File: src/hw/rtl/spq_pkg.sv
// ----------------------------------------------------------------------------
// spq_pkg
// Shared types and constants for the sorted priority queue cell chain.
// ----------------------------------------------------------------------------
package spq_pkg;

  // queue depth and derived widths
  localparam int DEPTH    = 16;
  localparam int CNT_W    = $clog2(DEPTH + 1);
  localparam int ID_W     = 16;
  localparam int PRIO_W   = 8;
  localparam int TIME_W   = 16;
  localparam int ECOUNT_W = 5;
  localparam int STATUS_W = 2;

  // operation carried in the input tuser
  typedef enum logic {
    OP_INSERT = 1'b0,
    OP_POP    = 1'b1
  } op_t;

  // result status
  typedef enum logic [STATUS_W-1:0] {
    ST_OK    = 2'd0,
    ST_FULL  = 2'd1,
    ST_EMPTY = 2'd2
  } status_t;

  // one stored entry
  typedef struct packed {
    logic [ID_W-1:0]   id;
    logic [PRIO_W-1:0] prio;
    logic [TIME_W-1:0] arrival;
    logic [TIME_W-1:0] duration;
  } entry_t;

  // broadcast control to every cell
  typedef struct packed {
    logic   ins;
    logic   pop;
    entry_t din;
  } cell_ctl_t;

endpackage

File: src/hw/rtl/sorted_priority_queue.sv
// ----------------------------------------------------------------------------
// sorted_priority_queue
// Fixed-depth priority queue kept sorted in a row of shifting cells.
// ----------------------------------------------------------------------------
// Takes one insert or pop transaction per clock and returns one result
// transaction for each, loaded on acceptance into an output
// register; the input stalls only while that register is full and not taken.
// Every cell compares its priority with the new entry and shifts or holds in
// the same cycle, and the whole row of cells updates together. The
// result shows the head entry and count after the operation; an insert into
// a full queue is dropped with status full, a pop of an empty queue reports
// status empty. Equal priorities leave in arrival order.
module sorted_priority_queue (
  input  logic        clk,
  input  logic        rst_n,
  input  logic        in_tvalid,
  output logic        in_tready,
  input  logic [55:0] in_tdata,  // id[15:0], priority[23:16], arrival[39:24], duration[55:40]
  input  logic        in_tuser,  // opcode
  output logic        out_tvalid,
  input  logic        out_tready,
  output logic [63:0] out_tdata, // id[15:0], priority[23:16], arrival[39:24],
                                 // duration[55:40], entry_count[60:56], zero[63:61]
  output logic [2:0]  out_tuser  // head_valid[0], status[2:1]
);

  localparam int N = spq_pkg::DEPTH;

  logic [spq_pkg::CNT_W-1:0] count_r, count_nxt;
  logic                      out_tvalid_r;
  spq_pkg::entry_t           head_r;
  logic                      head_valid_r;
  logic [spq_pkg::CNT_W-1:0] head_count_r;
  spq_pkg::status_t          status_r, status_nxt;

  logic                      in_accept;
  logic                      full, empty;
  spq_pkg::cell_ctl_t        ctl;
  spq_pkg::entry_t           cell_q   [N];
  spq_pkg::entry_t           cell_nxt [N];
  logic [N-1:0]              cell_keeps;

  // handshake
  assign in_tready = !out_tvalid_r || out_tready;
  assign in_accept = in_tvalid && in_tready;

  // broadcast control
  assign full  = (count_r == spq_pkg::CNT_W'(N));
  assign empty = (count_r == '0);

  always_comb begin
    ctl.din.id       = in_tdata[15:0];
    ctl.din.prio     = in_tdata[23:16];
    ctl.din.arrival  = in_tdata[39:24];
    ctl.din.duration = in_tdata[55:40];
    ctl.ins = in_accept && (spq_pkg::op_t'(in_tuser) == spq_pkg::OP_INSERT) && !full;
    ctl.pop = in_accept && (spq_pkg::op_t'(in_tuser) == spq_pkg::OP_POP) && !empty;
  end

  // cell chain
  for (genvar i = 0; i < N; i++) begin : g_cell
    logic            occ;
    logic            lk;
    spq_pkg::entry_t le, re;

    assign occ = (spq_pkg::CNT_W'(i) < count_r);

    if (i == 0) begin : g_first
      assign lk = 1'b1;
      assign le = ctl.din;
    end else begin : g_mid
      assign lk = cell_keeps[i-1];
      assign le = cell_q[i-1];
    end

    if (i == N - 1) begin : g_last
      assign re = cell_q[i];
    end else begin : g_body
      assign re = cell_q[i+1];
    end

    spq_cell u_cell (
      .clk         (clk),
      .ctl         (ctl),
      .occupied    (occ),
      .left_keeps  (lk),
      .left_entry  (le),
      .right_entry (re),
      .entry       (cell_q[i]),
      .entry_nxt   (cell_nxt[i]),
      .keeps       (cell_keeps[i])
    );
  end

  // count and status
  always_comb begin
    count_nxt  = count_r;
    status_nxt = spq_pkg::ST_OK;
    if (ctl.ins) begin
      count_nxt = count_r + 1'b1;
    end else if (ctl.pop) begin
      count_nxt = count_r - 1'b1;
    end
    if (spq_pkg::op_t'(in_tuser) == spq_pkg::OP_INSERT) begin
      if (full) status_nxt = spq_pkg::ST_FULL;
    end else begin
      if (empty) status_nxt = spq_pkg::ST_EMPTY;
    end
  end

  always_ff @(posedge clk) begin
    if (!rst_n) begin
      count_r <= '0;
    end else begin
      count_r <= count_nxt;
    end
  end

  // output register control
  always_ff @(posedge clk) begin
    if (!rst_n) begin
      out_tvalid_r <= 1'b0;
    end else if (in_accept) begin
      out_tvalid_r <= 1'b1;
    end else if (out_tready) begin
      out_tvalid_r <= 1'b0;
    end
  end

  // output register payload
  always_ff @(posedge clk) begin
    if (in_accept) begin
      head_valid_r <= (count_nxt != '0);
      head_r       <= (count_nxt != '0) ? cell_nxt[0] : '0;
      head_count_r <= count_nxt;
      status_r     <= status_nxt;
    end
  end

  assign out_tvalid = out_tvalid_r;
  assign out_tdata  = {3'b000,
                       spq_pkg::ECOUNT_W'(head_count_r),
                       head_r.duration,
                       head_r.arrival,
                       head_r.prio,
                       head_r.id};
  assign out_tuser  = {status_r, head_valid_r};

  // checks
  a_count_bound: assert property (@(posedge clk) disable iff (!rst_n)
    count_r <= spq_pkg::CNT_W'(N))
    else $error("queue count beyond depth");

  a_insert_grows: assert property (@(posedge clk) disable iff (!rst_n)
    ctl.ins |=> (count_r == $past(count_r) + 1'b1))
    else $error("accepted insert did not grow the queue");

  a_head_flag: assert property (@(posedge clk) disable iff (!rst_n)
    out_tvalid_r |-> (head_valid_r == (head_count_r != '0)))
    else $error("head flag disagrees with result count");

  a_sorted_front: assert property (@(posedge clk) disable iff (!rst_n)
    (count_r >= spq_pkg::CNT_W'(2)) |-> (cell_q[0].prio >= cell_q[1].prio))
    else $error("front cells out of priority order");

endmodule

File: src/hw/rtl/spq_cell.sv
// ----------------------------------------------------------------------------
// spq_cell
// One slot of the sorted chain: keeps, loads the new entry or shifts from a
// neighbor depending on the broadcast operation and its own compare.
// ----------------------------------------------------------------------------
module spq_cell (
  input  logic               clk,
  input  spq_pkg::cell_ctl_t ctl,
  input  logic               occupied,
  input  logic               left_keeps,
  input  spq_pkg::entry_t    left_entry,
  input  spq_pkg::entry_t    right_entry,
  output spq_pkg::entry_t    entry,
  output spq_pkg::entry_t    entry_nxt,
  output logic               keeps
);

  spq_pkg::entry_t entry_r;

  // a stored entry of equal or higher priority stays in front of the new one
  assign keeps = occupied && (entry_r.prio >= ctl.din.prio);

  // next slot content
  always_comb begin
    entry_nxt = entry_r;
    if (ctl.pop) begin
      entry_nxt = right_entry;
    end else if (ctl.ins && !keeps) begin
      entry_nxt = left_keeps ? ctl.din : left_entry;
    end
  end

  // slot storage
  always_ff @(posedge clk) begin
    entry_r <= entry_nxt;
  end

  assign entry = entry_r;

endmodule

File: config.mk
export PLATFORM = sky130hd
export DESIGN_NAME = sorted_priority_queue
export DESIGN_NICKNAME = d
export VERILOG_FILES = /design/src/hw/rtl/spq_pkg.sv /design/src/hw/rtl/sorted_priority_queue.sv /design/src/hw/rtl/spq_cell.sv
export SDC_FILE = /design/constraint.sdc
export NUM_CORES = 2
export LEC_CHECK = 0
export ABC_AREA = 1
export BUFFER_PORTS_ARGS = -buffer_cell sky130_fd_sc_hd__buf_2
export CORE_ASPECT_RATIO = 1.25
export CORE_UTILIZATION = 40
export DETAILED_ROUTE_END_ITERATION = 12
export GPL_TIMING_DRIVEN = 0
export SETUP_SLACK_MARGIN = 0.4
export SYNTH_ARGS = -nofsm -noshare
export SYNTH_HDL_FRONTEND = slang
export SYNTH_SLANG_ARGS = --single-unit
File: constraint.sdc
create_clock -name clk -period 5.6 [get_ports clk]
set_input_delay 0.84 -clock clk [delete_from_list [all_inputs] [get_ports clk]]
set_output_delay 0.84 -clock clk [all_outputs]
set_load 0.05 [all_outputs]
==> results.json <==
{
  "routed_wl_um": 161000,
  "ff2ff_path_depth": 9,
  "synth_area_per_cell_um2": 8.20,
  "synth_area_leader_cell": "edfxtp_1",
  "final_layout_size_suffix_gt1_share_pct": 6.75,
  "synth-seq-area-share_pct": 52.4,
  "p_sw_uw": 8600,
  "slew_viol_final": 0,
  "setup_viol": 0,
  "first_iter_violations": 3457,
  "rsz0062_at_grt": "false",
  "ctsRootBufferMaster": "clkbuf_16",
  "setup_tns_ns": 0,
  "die_height_um": 413,
  "area_growth_pct": 13.0,
  "finalHoldViolCount": 0,
  "cts_made_buffers": 104,
  "final_cell_mix": "nand3_1, nand2_1, inv_1",
  "die_w_um": 331,
  "pwr-share-comb_pct": 29.7,
  "row_count": 150,
  "track_usage_pct": 23.5,
  "pin_count": 130,
  "cts_resized": 0,
  "final_common_cell": "nand3_1",
  "antenna_found_initial": 5,
  "post-cts-setup-buffers": 0,
  "crit_fanout": 29,
  "ir_worst_vdd_mv": 0.233,
  "grt_pass1_wl_um": 250000,
  "p_sw_share_pct": 35.0,
  "syn_area_mm2": 0.0542,
  "drc_errors": 0,
  "grt_pass1_vias": 44235,
  "seqPwrFrac_pct": 42.6,
  "period_needed_ns": 4.41,
  "drt-pass1-iter-count": 8,
  "routedWlPerCell_um": 18.5,
  "die_area_mm2": 0.137,
  "grt_start_max_net_pins": 59,
  "synth_cell_type_count": 30,
  "cts_sinks": 966,
  "hpwlAfterDp_um": 130000,
  "synth_area_leaders": "edfxtp_1, nand3_1, nand2_1, inv_1, o21ai_0",
  "yosysTopAreaCellShare_pct": 50.1,
  "relSlewSlack_pct": 20.7,
  "io_buffers": 126,
  "cts_tree": "yes",
  "critical_path_arrival_ns": 4.81,
  "syn_inst": 6607,
  "hold_class": "in2reg",
  "crit_path_start_kind": "primary input",
  "fmax_mhz": 227,
  "fin_crit_sh_pct": 78.8,
  "critPathKind": "in2reg",
  "grt_overflow_total": 0,
  "total_power_uw": 24500,
  "core_mm2": 0.134,
  "p_int_uw": 15900,
  "start_util_pct": 40.4,
  "yosys_warnings": 0,
  "antenna_left": 0,
  "hold_depth": 2,
  "clkPwrFrac_pct": 27.8,
  "ctsHoldBuffers": 0,
  "clock_latency_ns": 0.73,
  "status": "complete, no violations",
  "vias": 44308,
  "ys_ff_latch": 966,
  "crit_path_end_kind": "register",
  "skew_ns": 0.0325,
  "htree_levels": 3,
  "clockBufferDepth": 3,
  "worst-slew-pin-transition_ns": 1.18,
  "gp_routability_congestion": 0.896,
  "viasPerCell": 5.09,
  "crit_required_ns": 5.99,
  "power_leakage_uw": 0.0273,
  "cap_violations": 0,
  "fin_nets": 7063,
  "power.density_mw_per_mm2": 401,
  "clkTransAtPathRegs_ns": 0.06
}
-- path summary, 6_finish.rpt --
kind                                             startpoint                          end  slack [ns]
worst min register to register  g_cell[15].u_cell.entry[52]  g_cell[14].u_cell.entry[52]        0.51
worst max register to register                   count_r[4]   g_cell[4].u_cell.entry[10]        1.37
worst max-delay path                           in_tdata[19]    g_cell[8].u_cell.entry[9]        1.19
worst min-delay path                               in_tuser                  status_r[0]        0.46
-- flip-flops by register name, indices dropped and copies added, names as in the netlist --
| name | cells |
|---|---|
| count_r | 5 |
| g_cell.u_cell.entry | 896 |
| head_count_r | 5 |
| head_valid_r | 1 |
| out_tdata | 56 |
| out_tvalid | 1 |
| status_r | 2 |
-- synth_stat cells --
master / number
inv_1: 944
nand2_2: 2
nand4_1: 29
clkinv_1: 1
a31oi_1: 71
dfxtp_1: 62
buf_4: 5
conb_1: 1
o31a_1: 1
o211ai_1: 1
o21ai_0: 651
buf_1: 39
nand3_2: 1
nand2_1: 1362
edfxtp_1: 904
a21o_1: 1
o21ai_1: 44
nor3_1: 2
buf_2: 126
clkbuf_1: 356
nor2_4: 2
ha_1: 132
a21oi_1: 56
nor2_2: 2
o2111ai_1: 2
inv_2: 8
nor2_1: 216
nand3_1: 1579
xor2_1: 3
buf_6: 4
-- power groups by stage --
stage / sequential (uW) / combinational, uW / clock, uW
global route: 10600 / 8170 / 7140
finish: 10400 / 7280 / 6810
CTS: 10400 / 7250 / 6890
floorplan: 10900 / 4530 / 0
global placement: 10600 / 6840 / 0
detailed placement: 10600 / 7220 / 0
-- layout make-up --
type,count,area [um2]
Antenna cell,4,10.0
Buffer,530,2210
Clock buffer,154,3080
Clock inverter,34,220
Fill cell,13421,72800
Inverter,953,3580
Multi-Input combinational cell,4160,20200
Sequential cell,966,28400
Tap cell,1748,2190
Timing Repair Buffer,155,1300
-- kinds of logic (layout without fill, tap and decap cells) --
group           count (synthesis)  in the layout  share of synthesized area (%)
buf+inv                      1483           1826                           10.7
xor+xnor                        3              3                         0.0485
compound gates                827            827                           7.84
other cells                     1              7                        0.00692
simple gates                 3195           3195                           26.0
flops                         966            966                           52.4
fa+ha+maj                     132            132                           3.05
-- routing by layer --
layer | GRT usage, % | up-vias | share of wire (%)
met5 | 0 | - | 0
met4 | 11.8 | 0 | 4.9
met3 | 2.62 | 293 | 4.7
met2 | 42.2 | 1277 | 50
met1 | 27.4 | 20037 | 41
li1 | - | 22701 | -
-- metrics by stage --
step | util, % | hold WS, ns | cells | cell area, um2 | setup WS (ns)
3_5_place_dp | 43.2 | 0.502 | 8512 | 57900 | 0.435
4_1_cts | 45.7 | 0.413 | 8700 | 61200 | 1.17
5_1_grt | 45.7 | 0.452 | 8701 | 61200 | 0.976
6_report | 45.7 | 0.458 | 8704 | 61200 | 1.19
2_1_floorplan | - | 0.495 | 6609 | 54300 | 0.736
3_3_place_gp | 42.6 | 0.497 | 8483 | 57100 | -1.58
-- critical path, stage by stage --
cell	delay [ns]
buf_2	0.13
inv_1	0.20
clkbuf_2	0.64
ha_1	0.37
a21oi_1	0.13
o21ai_0	0.10
nand2_1	0.07
nand4_1	0.37
clkbuf_1	0.44
clkbuf_1	0.34
a31oi_4	0.83
buf_12	0.28
No activity file was read; power rests on OpenSTA's default activity.
